### src/sv/b32d_pkg.sv
package b32d_pkg;

  localparam int unsigned CharW     = 16;
  localparam int unsigned LimitW    = 10;
  localparam int unsigned SymW      = 5;
  localparam int unsigned GroupLen  = 8;
  localparam int unsigned GroupBits = SymW * GroupLen;
  localparam int unsigned QueueDepth = 4;

  localparam logic [LimitW-1:0] LimitReset = 10'd64;
  localparam logic [CharW-1:0]  PadChar    = 16'h003D;

  typedef enum logic [1:0] {
    StatusOk      = 2'd0,
    StatusBadChar = 2'd1,
    StatusLimit   = 2'd2
  } status_e;

  typedef struct packed {
    logic [CharW-1:0] char_code;
    logic             end_of_string;
  } in_t;

  typedef struct packed {
    logic [7:0] data_byte;
    logic       byte_valid;
    logic       last;
    logic [1:0] status;
  } out_t;

  // one unit of work for the back end: up to five bytes of a group
  typedef struct packed {
    logic [GroupBits-1:0] bits;
    logic [2:0]           count;
    logic                 last;
    status_e              status;
  } job_t;

  // returns {not_in_alphabet, symbol value}
  function automatic logic [SymW:0] symbol_value(input logic [CharW-1:0] c);
    logic [SymW:0] r;
    r = {1'b1, {SymW{1'b0}}};
    if (c inside {[16'h0041:16'h005A], [16'h0061:16'h007A]}) begin
      r = {1'b0, c[4:0] - 5'd1};
    end else if (c inside {[16'h0032:16'h0037]}) begin
      r = {1'b0, c[4:0] + 5'd8};
    end
    return r;
  endfunction

endpackage

### src/sv/base32_decoder.sv
// channel   dir  handshake                payload
// cfg       in   cfg_we_i                 cfg_wdata_i (out_limit, 10 bits)
// in        in   in_valid_i / in_ready_o  in_data_i  (char_code, end_of_string)
// out       out  out_valid_o / out_ready_i out_data_o (data_byte, byte_valid, last, status)
//
// one character item is taken every cycle while the job queue has room
// each group of eight symbols becomes a job of five bytes; the back end emits
// one result item per cycle while out_ready_i keeps the output register free
// the character completing a group pushes its job into the queue, and its results pass through the output register
// asynchronous active-low reset clears string state and the queue, and sets out_limit to 64
// a stalled output fills the four-entry queue, then in_ready_o drops
module base32_decoder (
  input  logic                        clk_i,
  input  logic                        rst_ni,
  input  logic                        cfg_we_i,
  input  logic [b32d_pkg::LimitW-1:0] cfg_wdata_i,
  input  logic                        in_valid_i,
  output logic                        in_ready_o,
  input  b32d_pkg::in_t               in_data_i,
  output logic                        out_valid_o,
  input  logic                        out_ready_i,
  output b32d_pkg::out_t              out_data_o
);

  // front to queue
  logic           push;
  logic           full;
  b32d_pkg::job_t job_in;

  // queue to back
  logic           pop;
  logic           empty;
  b32d_pkg::job_t job_head;

  // front: classify each character, track the group, decide byte counts
  b32d_front u_front (
    .clk_i       (clk_i),
    .rst_ni      (rst_ni),
    .cfg_we_i    (cfg_we_i),
    .cfg_wdata_i (cfg_wdata_i),
    .in_valid_i  (in_valid_i),
    .in_ready_o  (in_ready_o),
    .in_data_i   (in_data_i),
    .full_i      (full),
    .push_o      (push),
    .job_o       (job_in)
  );

  // short job queue so a stalled output does not stall the input at once
  b32d_fifo u_fifo (
    .clk_i   (clk_i),
    .rst_ni  (rst_ni),
    .push_i  (push),
    .job_i   (job_in),
    .full_o  (full),
    .pop_i   (pop),
    .job_o   (job_head),
    .empty_o (empty)
  );

  // back: serialize each job into result items through an output register
  b32d_back u_back (
    .clk_i       (clk_i),
    .rst_ni      (rst_ni),
    .job_i       (job_head),
    .empty_i     (empty),
    .pop_o       (pop),
    .out_valid_o (out_valid_o),
    .out_ready_i (out_ready_i),
    .out_data_o  (out_data_o)
  );

endmodule

### src/sv/b32d_front.sv
module b32d_front (
  input  logic                             clk_i,
  input  logic                             rst_ni,
  input  logic                             cfg_we_i,
  input  logic [b32d_pkg::LimitW-1:0]      cfg_wdata_i,
  input  logic                             in_valid_i,
  output logic                             in_ready_o,
  input  b32d_pkg::in_t                    in_data_i,
  input  logic                             full_i,
  output logic                             push_o,
  output b32d_pkg::job_t                   job_o
);

  logic [b32d_pkg::SymW-1:0]   sym_q [b32d_pkg::GroupLen];
  logic [2:0]                  fill_q, fill_d;
  logic                        pad_q, pad_d;
  b32d_pkg::status_e           err_q, err_d;
  logic [b32d_pkg::LimitW-1:0] bytes_q, bytes_d;
  logic [b32d_pkg::LimitW-1:0] limit_q;

  logic                        accept;
  logic [b32d_pkg::SymW:0]     sv_res;
  logic                        wr_sym;
  logic                        full_grp;
  logic [2:0]                  n_out;
  logic [2:0]                  tail_n;
  logic [b32d_pkg::SymW-1:0]   grp_now [b32d_pkg::GroupLen];

  assign in_ready_o = !full_i;
  assign accept     = in_valid_i && in_ready_o;
  assign sv_res     = b32d_pkg::symbol_value(in_data_i.char_code);

  always_comb begin
    fill_d   = fill_q;
    pad_d    = pad_q;
    err_d    = err_q;
    bytes_d  = bytes_q;
    wr_sym   = 1'b0;
    full_grp = 1'b0;
    n_out    = 3'd0;
    tail_n   = 3'd0;
    if (err_q == b32d_pkg::StatusOk) begin
      if (in_data_i.char_code == b32d_pkg::PadChar) begin
        pad_d = 1'b1;
      end else if (pad_q) begin
        err_d = b32d_pkg::StatusBadChar;
      end else if (sv_res[b32d_pkg::SymW]) begin
        err_d = b32d_pkg::StatusBadChar;
      end else begin
        wr_sym = 1'b1;
        if (fill_q == 3'd7) begin
          fill_d = 3'd0;
          if ({1'b0, bytes_q} + 11'd5 > {1'b0, limit_q}) begin
            err_d = b32d_pkg::StatusLimit;
          end else begin
            full_grp = 1'b1;
            n_out    = 3'd5;
            bytes_d  = bytes_q + 10'd5;
          end
        end else begin
          fill_d = fill_q + 3'd1;
        end
      end
    end
    // partial group at string end
    if (in_data_i.end_of_string && err_d == b32d_pkg::StatusOk && fill_d != 3'd0) begin
      case (fill_d)
        3'd2:    tail_n = 3'd1;
        3'd4:    tail_n = 3'd2;
        3'd5:    tail_n = 3'd3;
        3'd7:    tail_n = 3'd4;
        default: tail_n = 3'd0;
      endcase
      if (tail_n != 3'd0) begin
        if ({1'b0, bytes_q} + {8'd0, tail_n} > {1'b0, limit_q}) begin
          err_d = b32d_pkg::StatusLimit;
        end else begin
          n_out   = tail_n;
          bytes_d = bytes_q + {7'd0, tail_n};
        end
      end
    end
  end

  // group with the new symbol merged in; tail slots past the fill read as zero
  always_comb begin
    for (int i = 0; i < b32d_pkg::GroupLen; i++) begin
      if (wr_sym && fill_q == 3'(i)) begin
        grp_now[i] = sv_res[b32d_pkg::SymW-1:0];
      end else begin
        grp_now[i] = sym_q[i];
      end
      if (!full_grp && 3'(i) >= fill_d) begin
        grp_now[i] = '0;
      end
      job_o.bits[b32d_pkg::GroupBits-1-b32d_pkg::SymW*i -: b32d_pkg::SymW] = grp_now[i];
    end
    job_o.count  = n_out;
    job_o.last   = in_data_i.end_of_string;
    job_o.status = err_d;
  end

  assign push_o = accept && (n_out != 3'd0 || in_data_i.end_of_string);

  // stale slots are never read: full groups overwrite all, tails mask past fill
  always_ff @(posedge clk_i or negedge rst_ni) begin
    if (!rst_ni) begin
      for (int i = 0; i < b32d_pkg::GroupLen; i++) sym_q[i] <= '0;
    end else if (accept && wr_sym) begin
      sym_q[fill_q] <= sv_res[b32d_pkg::SymW-1:0];
    end
  end

  always_ff @(posedge clk_i or negedge rst_ni) begin
    if (!rst_ni) begin
      fill_q  <= '0;
      pad_q   <= 1'b0;
      err_q   <= b32d_pkg::StatusOk;
      bytes_q <= '0;
    end else if (accept) begin
      if (in_data_i.end_of_string) begin
        fill_q  <= '0;
        pad_q   <= 1'b0;
        err_q   <= b32d_pkg::StatusOk;
        bytes_q <= '0;
      end else begin
        fill_q  <= fill_d;
        pad_q   <= pad_d;
        err_q   <= err_d;
        bytes_q <= bytes_d;
      end
    end
  end

  always_ff @(posedge clk_i or negedge rst_ni) begin
    if (!rst_ni) begin
      limit_q <= b32d_pkg::LimitReset;
    end else if (cfg_we_i) begin
      limit_q <= cfg_wdata_i;
    end
  end

endmodule

### src/sv/b32d_fifo.sv
module b32d_fifo (
  input  logic           clk_i,
  input  logic           rst_ni,
  input  logic           push_i,
  input  b32d_pkg::job_t job_i,
  output logic           full_o,
  input  logic           pop_i,
  output b32d_pkg::job_t job_o,
  output logic           empty_o
);

  localparam int unsigned PtrW = $clog2(b32d_pkg::QueueDepth);
  localparam int unsigned CntW = $clog2(b32d_pkg::QueueDepth + 1);

  b32d_pkg::job_t mem_q [b32d_pkg::QueueDepth];
  logic [PtrW-1:0] wr_ptr_q, rd_ptr_q;
  logic [CntW-1:0] cnt_q;
  logic            do_push, do_pop;

  assign full_o  = cnt_q == CntW'(b32d_pkg::QueueDepth);
  assign empty_o = cnt_q == '0;
  assign do_push = push_i && !full_o;
  assign do_pop  = pop_i && !empty_o;
  assign job_o   = mem_q[rd_ptr_q];

  function automatic logic [PtrW-1:0] next_ptr(input logic [PtrW-1:0] p);
    return (p == PtrW'(b32d_pkg::QueueDepth - 1)) ? '0 : p + PtrW'(1);
  endfunction

  always_ff @(posedge clk_i) begin
    if (do_push) mem_q[wr_ptr_q] <= job_i;
  end

  always_ff @(posedge clk_i or negedge rst_ni) begin
    if (!rst_ni) begin
      wr_ptr_q <= '0;
      rd_ptr_q <= '0;
      cnt_q    <= '0;
    end else begin
      if (do_push) wr_ptr_q <= next_ptr(wr_ptr_q);
      if (do_pop)  rd_ptr_q <= next_ptr(rd_ptr_q);
      if (do_push && !do_pop) begin
        cnt_q <= cnt_q + CntW'(1);
      end else if (do_pop && !do_push) begin
        cnt_q <= cnt_q - CntW'(1);
      end
    end
  end

endmodule

### src/sv/b32d_back.sv
module b32d_back (
  input  logic           clk_i,
  input  logic           rst_ni,
  input  b32d_pkg::job_t job_i,
  input  logic           empty_i,
  output logic           pop_o,
  output logic           out_valid_o,
  input  logic           out_ready_i,
  output b32d_pkg::out_t out_data_o
);

  logic [2:0]     idx_q;
  logic           out_valid_q;
  b32d_pkg::out_t out_q;
  b32d_pkg::out_t res;
  logic           load, last_elem;
  logic [7:0]     sel_byte;

  always_comb begin
    case (idx_q)
      3'd0:    sel_byte = job_i.bits[39:32];
      3'd1:    sel_byte = job_i.bits[31:24];
      3'd2:    sel_byte = job_i.bits[23:16];
      3'd3:    sel_byte = job_i.bits[15:8];
      3'd4:    sel_byte = job_i.bits[7:0];
      default: sel_byte = 8'd0;
    endcase
  end

  assign last_elem = (job_i.count == 3'd0) || (idx_q == job_i.count - 3'd1);
  assign load      = !empty_i && (!out_valid_q || out_ready_i);
  assign pop_o     = load && last_elem;

  always_comb begin
    if (job_i.count == 3'd0) begin
      // end of string with nothing left to emit: status only
      res.data_byte  = 8'd0;
      res.byte_valid = 1'b0;
      res.last       = 1'b1;
      res.status     = job_i.status;
    end else begin
      res.data_byte  = sel_byte;
      res.byte_valid = 1'b1;
      res.last       = job_i.last && last_elem;
      res.status     = res.last ? job_i.status : b32d_pkg::StatusOk;
    end
  end

  always_ff @(posedge clk_i) begin
    if (load) out_q <= res;
  end

  always_ff @(posedge clk_i or negedge rst_ni) begin
    if (!rst_ni) begin
      idx_q       <= '0;
      out_valid_q <= 1'b0;
    end else if (load) begin
      out_valid_q <= 1'b1;
      idx_q       <= last_elem ? 3'd0 : idx_q + 3'd1;
    end else if (out_ready_i) begin
      out_valid_q <= 1'b0;
    end
  end

  assign out_valid_o = out_valid_q;
  assign out_data_o  = out_q;

endmodule

### config.mk
export PLATFORM = sky130hd
export DESIGN_NAME = base32_decoder
export DESIGN_NICKNAME = d
export VERILOG_FILES = /design/src/sv/b32d_pkg.sv /design/src/sv/base32_decoder.sv /design/src/sv/b32d_front.sv /design/src/sv/b32d_fifo.sv /design/src/sv/b32d_back.sv
export SDC_FILE = /design/constraint.sdc
export NUM_CORES = 1
export LEC_CHECK = 0
export BUFFER_PORTS_ARGS = -buffer_cell sky130_fd_sc_hd__buf_4
export CAP_MARGIN = 20
export CORE_ASPECT_RATIO = 1.2
export CORE_MARGIN = 5
export CORE_UTILIZATION = 50
export DETAILED_ROUTE_END_ITERATION = 10
export PLACE_DENSITY = 0.67
export SLEW_MARGIN = 15
export SYNTH_ARGS = -nofsm -noshare
export SYNTH_HDL_FRONTEND = slang
export SYNTH_HIERARCHICAL = 1
export SYNTH_SLANG_ARGS = --single-unit
### constraint.sdc
create_clock -name clk_i -period 6.55 [get_ports clk_i]
set_input_delay 1.6375 -clock clk_i [delete_from_list [all_inputs] [get_ports clk_i]]
set_output_delay 1.6375 -clock clk_i [all_outputs]
set_load 0.02 [all_outputs]
==> impl_metrics.yaml, run 1 <==
sta:
  period_share_pct: 100.6
  fmax_mhz: 151.7
  tns_ns: -0.3002
  fin_skew_ns: 0.008712
  worst_hold_slack_ns: 0.5085
  min_period_ns: 6.590
  maxSlewHeadroom_pct: 35.29
  finalHoldViolCount: 0
  rsz0062_at_grt: "yes"
  setup_viol: 9
  slew_viol_final: 0
  tightest_slew_ns: 0.9707
  worst_slack_ns: -0.04035
worst_setup_path:
  crit_slowest_cell: "or4_4"
  worst-r2r-cell-count: 22
  crit_top_cell: "or4_4"
  end_kind: "register"
  path_max_fanout: 4
  cp.required_ns: 6.80
  crit_buf_inv: 1
  worstPathArrival_ns: 6.84
  cpLargestDelayFamily: "simple AND/OR/NAND/NOR gates"
  worstSetupPathType: "in2reg"
  path_cells: "buf_6, or4_4, or4_4, or4b_4, a21o_1, and3_1, or3_4, ha_4, fa_2, a21oi_4, nor2_4, nand3_2, nor2_2, xor2_1, ha_1, nand3_2, nand2_2, or4_4, a21oi_4, o21ai_2, nor2_4, mux2_4"
  regToRegSetupSlack_ns: 1.28
  startpoint_type: "primary input"
  cp.depth: 22
  slowest_delay_ns: 0.53
clock_tree:
  clkTransAtPathRegs_ns: 0.06
  clock_path_buffers: 3
  cts_max_level: 1
  cts_root_buffer: "clkbuf_16"
  cts_buffers: 26
  cts_sinks: 268
  cts_hold_buffers: 0
  clk_latency_ns: 0.51
  tritoncts: "yes"
grt:
  grt_overflow: 0
  grt_usage_pct: 19.85
  grt_pass1_vias: 8253
  grt_pass1_wl_um: 46110
  grt_start_max_net_pins: 73
  antenna_found_initial: 0
run:
  max_cap_viol_count: 0
pwr:
  comb_power_share_pct: 26.2
  seq_power_share_pct: 44.3
  p_switching_w: 0.001435
  leakage_nw: 5.869
  peakVddDrop_mv: 0.2185
  switching_share_pct: 28.79
  power.density_nw_per_um2: 329.9
  power.total_w: 0.004983
  intPower_w: 0.003549
  pwr-share-clk_pct: 29.5
synth:
  yosysSeqAreaShare_pct: 58.68
  synth_area_leader_cell: "edfxtp_1"
  synth_nets: 1020
  synth_edf_count: 196
  synth_top_area_share_pct: 44.92
  ys_warn_count: 6
  synth_cell_types: 73
  synth_flop_cell: "edfxtp_1"
  syn_area_um2: 13100
  ys_seq_elements: 268
  syn_avg_cell_area_um2: 13.97
  synth_cells: 938
  netlist_top_cells_area: "edfxtp_1 (45%), dfrtp_1 (14%), mux4_2 (7.9%)"
  synth-async-reset-ratio_pct: 26.87
cells_and_area:
  diodes: 0
  finalNetCount: 1104
  regArea_um2: 7694
  drive_gt1_share_pct: 28.31
  area_delta_synth_final_pct: 15.29
  layout_common_cells: "edfxtp_1 (196), buf_4 (102), nor2_1 (77)"
  multi_input_area_um2: 5191
  nFillCells: 2073
  layout_commonest_cell: "edfxtp_1"
die:
  rows: 65
  die_height_um: 187.3
  die-area_um2: 29560
  io_pins: 46
  start_util_pct: 50.19
  coreArea_um2: 26110
  die_w_um: 157.8
route:
  drc: 0
  wl_per_cell_um: 21.17
  viasPerCell: 5.900
  ant_nets: 0
  drtIter0Drc: 546
  vias: 8124
  drtPass1Iterations: 4
  totalWireLength_um: 29150
placed_design:
  hpwl_um: 19410
  portBuffers: 45
  place_congestion: 0.8471
  pre_cts_slack_ns: -0.6402
worst_hold_path:
  hp-class: "reg2reg"
  whs_path_depth: 1
run_status:
  violations: "negative setup slack"
  status: "finished, violations left"
## metrics by stage
step	utilization (%)	cell area [µm²]	instances
2_1_floorplan	-	13180	938
3_3_place_gp	53.93	14080	1320
3_5_place_dp	53.93	14080	1320
4_1_cts	57.53	15020	1375
5_1_grt	57.86	15110	1377
6_report	57.86	15110	1377
## cell families after synthesis
kind of cell / Yosys count / share of synthesized area [%]
and+or+nand+nor: 241 / 9.339
buffers and inverters: 84 / 2.941
adders and majority gates: 50 / 4.889
muxes: 131 / 14.91
AOI/OAI and AO/OA: 142 / 7.773
DFF: 268 / 58.68
xor gates and xnor gates: 22 / 1.471
## power groups by stage
| stage | combinational (W) | clock (W) | sequential [W] |
|---|---|---|---|
| 4_1_cts | 0.00132 | 0.00150 | 0.00221 |
| 3_3_place_gp | 0.00130 | 0 | 0.00224 |
| 3_5_place_dp | 0.00131 | 0 | 0.00225 |
| 6_report | 0.00130 | 0.00147 | 0.00221 |
| 2_1_floorplan | 0.000943 | 0 | 0.00221 |
| 5_1_grt | 0.00142 | 0.00158 | 0.00224 |
## synth_stat cells (13+ instances only)
cell type  count
mux4_2        46
mux2i_1       38
clkbuf_1      28
edfxtp_1     196
xor2_1        13
inv_1         33
dfrtp_1       71
mux2_2        45
a21oi_1       26
nand2_1       44
ha_1          48
nand3_1       21
nor2_1        79
nor3_1        15
o21ai_0       30
## sequential cells by signal, indices dropped and copies added (netlist names), 3 cells and up
signal	count
u_back/idx_q	3
u_back/out_data_o	12
u_fifo/cnt_q	3
u_fifo/mem_q	184
u_front/bytes_q	10
u_front/fill_q	3
u_front/limit_q	10
u_front/sym_q	35
## area by class of cell
cell class              count  share of cell area [%]
clock buffers              38                   5.011
clock inverters            10                  0.6461
inverters                  34                  0.8449
multi-input cells         586                   34.37
flip-flops and latches    268                   50.93
well taps                 335                   2.775
repair buffers            106                   5.425
## metal layers
| layer | up-vias | track usage [%] | share of wire (%) |
|---|---|---|---|
| met5 | - | 0 | 0 |
| met4 | 0 | 5.991 | 2.8 |
| met3 | 48 | 2.268 | 4.2 |
| met2 | 206 | 34.37 | 52 |
| met1 | 4110 | 26.23 | 41 |
| li1 | 3760 | - | - |
## timing repair
action | 4_1_cts | 5_1_grt
setup buffers | 7 | 2
pin swaps | 1 | 1
resized for setup | 6 | 18
setup endpoints to repair | 17 | 24
## final timing paths
path / startpoint / endpoint
worst max-delay path: in_data_i[14] / u_fifo/mem_q[3][3]$_DFFE_PP_
worst min-delay path: u_front/sym_q[22]$_DFFE_PN0P_ / u_front/sym_q[22]$_DFFE_PN0P_
worst max register to register: u_front/fill_q[0]$_DFFE_PN0P_ / u_fifo/mem_q[3][3]$_DFFE_PP_
worst min register to register: u_front/sym_q[22]$_DFFE_PN0P_ / u_front/sym_q[22]$_DFFE_PN0P_
max in group asynchronous: rst_ni / u_fifo/rd_ptr_q[0]$_DFFE_PN0P_
min in group asynchronous: rst_ni / u_front/limit_q[9]$_DFFE_PN0P_
## worst register-to-register path: stages, from the launching register on
cell and delay (ns):
dfrtp_1 0.66, inv_1 0.24, ha_1 0.46, or2_2 0.33, o21ai_0 0.16, nand2_1 0.07, a21oi_1 0.17, or3_4 0.16
ha_4 0.13, a21o_1 0.12, a21oi_2 0.06, or2_2 0.28, nor2_1 0.13, nand2_1 0.08, xnor2_1 0.12, ha_1 0.34
a21oi_2 0.17, nand2_2 0.08, or4_4 0.53, a21oi_4 0.15, o21ai_2 0.09, nor2_4 0.14, mux2_4 0.33
Note: power is estimated with default switching activity, not from simulation.
==> run 2: changes to the inputs <==
--- a/config.mk
+++ b/config.mk
@@ -11,6 +11,7 @@
 export CORE_MARGIN = 5
 export CORE_UTILIZATION = 50
 export DETAILED_ROUTE_END_ITERATION = 10
+export MAX_ROUTING_LAYER = met4
 export PLACE_DENSITY = 0.67
 export SLEW_MARGIN = 15
 export SYNTH_ARGS = -nofsm -noshare
==> impl_metrics.yaml, run 2 (same netlist as run 1, synthesis figures left out) <==
run_status:
  status: "finished, violations left"
  violations: "negative setup slack"
grt:
  grt_usage_pct: 20.44
  grt_start_max_net_pins: 73
  antenna_found_initial: 0
  grt_overflow: 0
  grt_pass1_wl_um: 46130
  grt_pass1_vias: 8246
clock_tree:
  cts_root_buffer: "clkbuf_16"
  cts_buffers: 26
  clk_latency_ns: 0.51
  cts_hold_buffers: 0
  tritoncts: "yes"
  cts_max_level: 1
  cts_sinks: 268
  clock_path_buffers: 3
  clkTransAtPathRegs_ns: 0.06
cells_and_area:
  diodes: 0
  instances_no_fill: 1377
  fin_util_pct: 57.86
  drive_gt1_share_pct: 28.31
  largest_reg_flops: 184
  layout_common_cells: "edfxtp_1 (196), buf_4 (102), nor2_1 (77)"
  finalNetCount: 1104
  layout_commonest_cell: "edfxtp_1"
  area_delta_synth_final_pct: 15.29
  design_area_um2: 15110
  top_register: "u_fifo/mem_q"
sta:
  worst_hold_slack_ns: 0.5086
  worst_slack_ns: -0.04495
  min_period_ns: 6.595
  fmax_mhz: 151.6
  tightest_slew_ns: 0.9718
  slew_viol_final: 0
  tns_ns: -0.3474
  period_share_pct: 100.7
  finalHoldViolCount: 0
  maxSlewHeadroom_pct: 35.21
  setup_viol: 9
  rsz0062_at_grt: "yes"
  fin_skew_ns: 0.008686
worst_hold_path:
  hp-class: "reg2reg"
pwr:
  power.density_nw_per_um2: 330.1
  leakage_nw: 5.869
  peakVddDrop_mv: 0.2194
run:
  max_cap_viol_count: 0
worst_setup_path:
  slowest_delay_ns: 0.53
  cp.required_ns: 6.80
  path_cells: "buf_6, or4_4, or4_4, or4b_4, a21o_1, and3_1, or3_4, ha_4, fa_2, a21oi_4, nor2_4, nand3_2, nor2_2, xor2_1, ha_1, nand3_2, nand2_2, or4_4, a21oi_4, o21ai_2, nor2_4, mux2_4"
  crit_slowest_cell: "or4_4"
  crit_top_cell: "or4_4"
  crit_buf_inv: 1
  path_max_fanout: 4
  cpLargestDelayFamily: "simple AND/OR/NAND/NOR gates"
  worstPathArrival_ns: 6.85
  worstSetupPathType: "in2reg"
  end_kind: "register"
  startpoint_type: "primary input"
route:
  ant_nets: 0
  wl_per_cell_um: 21.23
  vias: 8129
  totalWireLength_um: 29230
  drtIter0Drc: 532
  viasPerCell: 5.903
  drc: 0
  drtPass1Iterations: 5
die:
  die-area_um2: 29560
  die_w_um: 157.8
  rows: 65
  coreArea_um2: 26110
  io_pins: 46
  start_util_pct: 50.19
  die_height_um: 187.3
placed_design:
  hpwl_um: 19410
  dpl.cell_count: 1320
  place_congestion: 0.8605
  placed_area_um2: 14080
  portBuffers: 45
## run 2: metal layers
layer  share of wire, %  global-route usage [%]  vias to the layer above
met1                 41                   26.32                     4090
met2                 51                   34.34                      234
met4                3.0                   5.991                        0
li1                   -                       -                     3751
met3                4.6                   2.222                       54
met5                  0                       -                        -
## run 2: power breakdown
part           switching [W]  internal (W)  total [W]
registers           0.000144       0.00206    0.00221
clock network       0.000596      0.000878    0.00147
logic               0.000698      0.000606    0.00130
total                0.00144       0.00355    0.00499
## run 2: stage by stage
stage	setup WS, ns	total power, W
6_report	-0.04495	0.004987
5_1_grt	-0.1714	0.005230
4_1_cts	-0.005285	0.005038
3_5_place_dp	-0.6402	0.003563
3_3_place_gp	-0.5785	0.003534
2_1_floorplan	-0.4581	0.003155
## run 2: timing repair
item	in CTS	in global routing
buffers inserted	7	2
gates cloned	0	0
gates resized for setup	6	18
pin swaps	1	1
setup endpoints to repair	17	24
## run 2: cell type report
class | count | area, µm²
Fill cell | 2073 | 11000
Sequential cell | 268 | 7694
Multi-Input combinational cell | 586 | 5191
Timing Repair Buffer | 106 | 819.5
Clock buffer | 38 | 757.0
Tap cell | 335 | 419.2
Inverter | 34 | 127.6
Clock inverter | 10 | 97.59
## run 2: worst paths after layout
kind                                                     from                              to  slack, ns  cells past startpoint
worst max register to register  u_front/fill_q[0]$_DFFE_PN0P_    u_fifo/mem_q[3][3]$_DFFE_PP_       1.30                     22
min in group asynchronous                              rst_ni  u_front/limit_q[9]$_DFFE_PN0P_       1.26                      1
max in group asynchronous                              rst_ni  u_fifo/rd_ptr_q[0]$_DFFE_PN0P_       4.54                      1
worst min-delay path            u_front/sym_q[30]$_DFFE_PN0P_   u_front/sym_q[30]$_DFFE_PN0P_       0.51                      1
worst max-delay path                            in_data_i[14]    u_fifo/mem_q[3][3]$_DFFE_PP_      -0.04                     22
worst min register to register  u_front/sym_q[30]$_DFFE_PN0P_   u_front/sym_q[30]$_DFFE_PN0P_       0.51                      1
## run 2: worst register-to-register path, delay by kind of cell (launching register included)
kind                       cells  cell delay [ns]
AOI/OAI and AO/OA              7             0.90
adders and majority gates      3             0.93
and+or+nand+nor                9             1.81
muxes                          1             0.33
xor gates and xnor gates       1             0.12
DFF                            1             0.65
buffers and inverters          1             0.24
==> run 3: changes to the inputs <==
--- a/config.mk
+++ b/config.mk
@@ -12,7 +12,7 @@
 export CORE_UTILIZATION = 50
 export DETAILED_ROUTE_END_ITERATION = 10
 export MAX_ROUTING_LAYER = met4
-export PLACE_DENSITY = 0.67
+export PLACE_DENSITY = 0.64
 export SLEW_MARGIN = 15
 export SYNTH_ARGS = -nofsm -noshare
 export SYNTH_HDL_FRONTEND = slang
==> impl_metrics.yaml, run 3 (same netlist as run 1, synthesis figures left out) <==
run_status:
  status: "finished, violations left"
  violations: "negative setup slack"
route:
  vias: 8037
  drtPass1Iterations: 5
  drtIter0Drc: 525
  viasPerCell: 5.841
  drc: 0
  wl_per_cell_um: 21.31
  totalWireLength_um: 29330
  ant_nets: 0
run:
  max_cap_viol_count: 0
sta:
  fin_skew_ns: 0.01097
  tightest_slew_ns: 0.9438
  min_period_ns: 6.595
  worst_slack_ns: -0.04546
  slew_viol_final: 0
  finalHoldViolCount: 0
  fmax_mhz: 151.6
  maxSlewHeadroom_pct: 37.08
  rsz0062_at_grt: "yes"
  tns_ns: -0.3573
  setup_viol: 8
  period_share_pct: 100.7
pwr:
  power.density_nw_per_um2: 331.9
  peakVddDrop_mv: 0.1553
  power.total_w: 0.005019
  leakage_nw: 5.848
cells_and_area:
  top_register: "u_fifo/mem_q"
  diodes: 0
  finalNetCount: 1103
  area_delta_synth_final_pct: 15.40
  largest_reg_flops: 184
  drive_gt1_share_pct: 27.57
  layout_common_cells: "edfxtp_1 (196), buf_4 (95), nor2_1 (77)"
  layout_commonest_cell: "edfxtp_1"
worst_hold_path:
  hold-path-endpoint: "u_front/sym_q[20]$_DFFE_PN0P_"
  hp-start: "u_front/sym_q[20]$_DFFE_PN0P_"
  whs_path_depth: 1
  hp-class: "reg2reg"
clock_tree:
  cts_buffers: 27
  clock_path_buffers: 3
  clk_latency_ns: 0.52
  cts_root_buffer: "clkbuf_16"
  clkTransAtPathRegs_ns: 0.06
  cts_hold_buffers: 0
  tritoncts: "yes"
  cts_max_level: 1
  cts_sinks: 268
grt:
  antenna_found_initial: 0
  grt_start_max_net_pins: 73
  grt_usage_pct: 20.97
  grt_util_met2_pct: 34.90
  grt_busiest_layer: "met2"
  use_met1_pct: 26.94
  grt_overflow: 0
  grt_pass1_wl_um: 47010
  met3_usage_pct: 2.175
  grt_pass1_vias: 8401
die:
  die_w_um: 157.8
  die-area_um2: 29560
  coreArea_um2: 26110
  die_height_um: 187.3
  io_pins: 46
  rows: 65
  start_util_pct: 50.19
placed_design:
  portBuffers: 45
  place_congestion: 0.8915
  hpwl_um: 19920
worst_setup_path:
  end_kind: "register"
  r2r-end: "u_fifo/mem_q[0][5]$_DFFE_PP_"
  regToRegSetupSlack_ns: 1.25
  reg2reg_from: "u_front/fill_q[0]$_DFFE_PN0P_"
  cp.required_ns: 6.81
  worstPathArrival_ns: 6.86
  path_max_fanout: 4
  worstSetupPathType: "in2reg"
  worst-r2r-cell-count: 22
  startpoint_type: "primary input"
run 3: changes by cell type in the layout (fill, tap and decap cells not counted), moves of 2 or more:
| cell | delta |
|---|---|
| buf_12 | +3 |
| clkbuf_8 | -3 |
| clkinv_2 | -3 |
| clkbuf_1 | -2 |
| buf_6 | +2 |
| clkinvlp_4 | +3 |
| buf_4 | -7 |
| clkinv_1 | +5 |
run 3: metrics by stage:
stage                     hold slack [ns]  setup WS (ns)  std cells  utilization [%]  area, µm²
after floorplan                    0.4792        -0.4581        938                -      13180
after global placement             0.4871        -0.6328       1321            54.10      14120
after detailed placement           0.4938        -0.6838       1321            54.10      14120
after CTS                          0.5073       -0.01512       1375            57.67      15060
after global routing               0.5154        -0.1941       1376            57.92      15120
final                              0.5075       -0.04546       1376            57.92      15120
run 3: repair_timing:
action,CTS,global route
pin swaps,1,8
setup endpoints to repair,17,24
hold endpoints to repair,0,0
resized for setup,6,14
setup buffers,5,3
run 3: cell type report:
class | instances | area [µm²]
clock buffers | 33 | 708.2
clock inverters | 16 | 153.9
fillers | 2095 | 10990
inverters | 34 | 127.6
multi-input cells | 586 | 5169
flip-flops and latches | 268 | 7694
well taps | 335 | 419.2
repair buffers | 104 | 849.6
run 3: report_power, final:
part,switching [W],internal [W]
Combinational,0.000694,0.000619
Clock,0.000604,0.000882
Sequential,0.000156,0.00206
run 3: how the worst max path moves through the flow:
stage                        from                      endpoint  slack, ns  depth (start not counted)
finish              in_data_i[14]  u_fifo/mem_q[0][5]$_DFFE_PP_      -0.05                         22
global route        in_data_i[14]  u_fifo/mem_q[0][5]$_DFFE_PP_      -0.19                         22
global placement    in_data_i[14]  u_fifo/mem_q[0][3]$_DFFE_PP_      -0.63                         22
detailed placement  in_data_i[14]  u_fifo/mem_q[0][5]$_DFFE_PP_      -0.68                         22
floorplan           in_data_i[14]  u_fifo/mem_q[0][3]$_DFFE_PP_      -0.46                         22
CTS                 in_data_i[14]  u_fifo/mem_q[0][5]$_DFFE_PP_      -0.02                         22
run 3: critical path, stage by stage:
cell	delay (ns)
buf_6	0.09
or4_4	0.52
or4_4	0.53
or4b_4	0.50
a21o_1	0.22
and3_1	0.17
or3_4	0.40
ha_4	0.17
fa_2	0.34
a21oi_2	0.17
nor2_2	0.07
nand3_2	0.09
nor2_2	0.04
xor2_1	0.14
ha_1	0.30
nand3_1	0.07
nand2_1	0.08
or4_4	0.54
a21oi_4	0.19
o21ai_4	0.09
nor2_4	0.16
mux2_4	0.33
run 3: routing by layer:
| layer | share of wire [%] | up-vias |
|---|---|---|
| li1 | - | 3743 |
| met1 | 41 | 4050 |
| met2 | 51 | 183 |
| met3 | 3.9 | 61 |
| met4 | 3.7 | 0 |
| met5 | 0 | - |
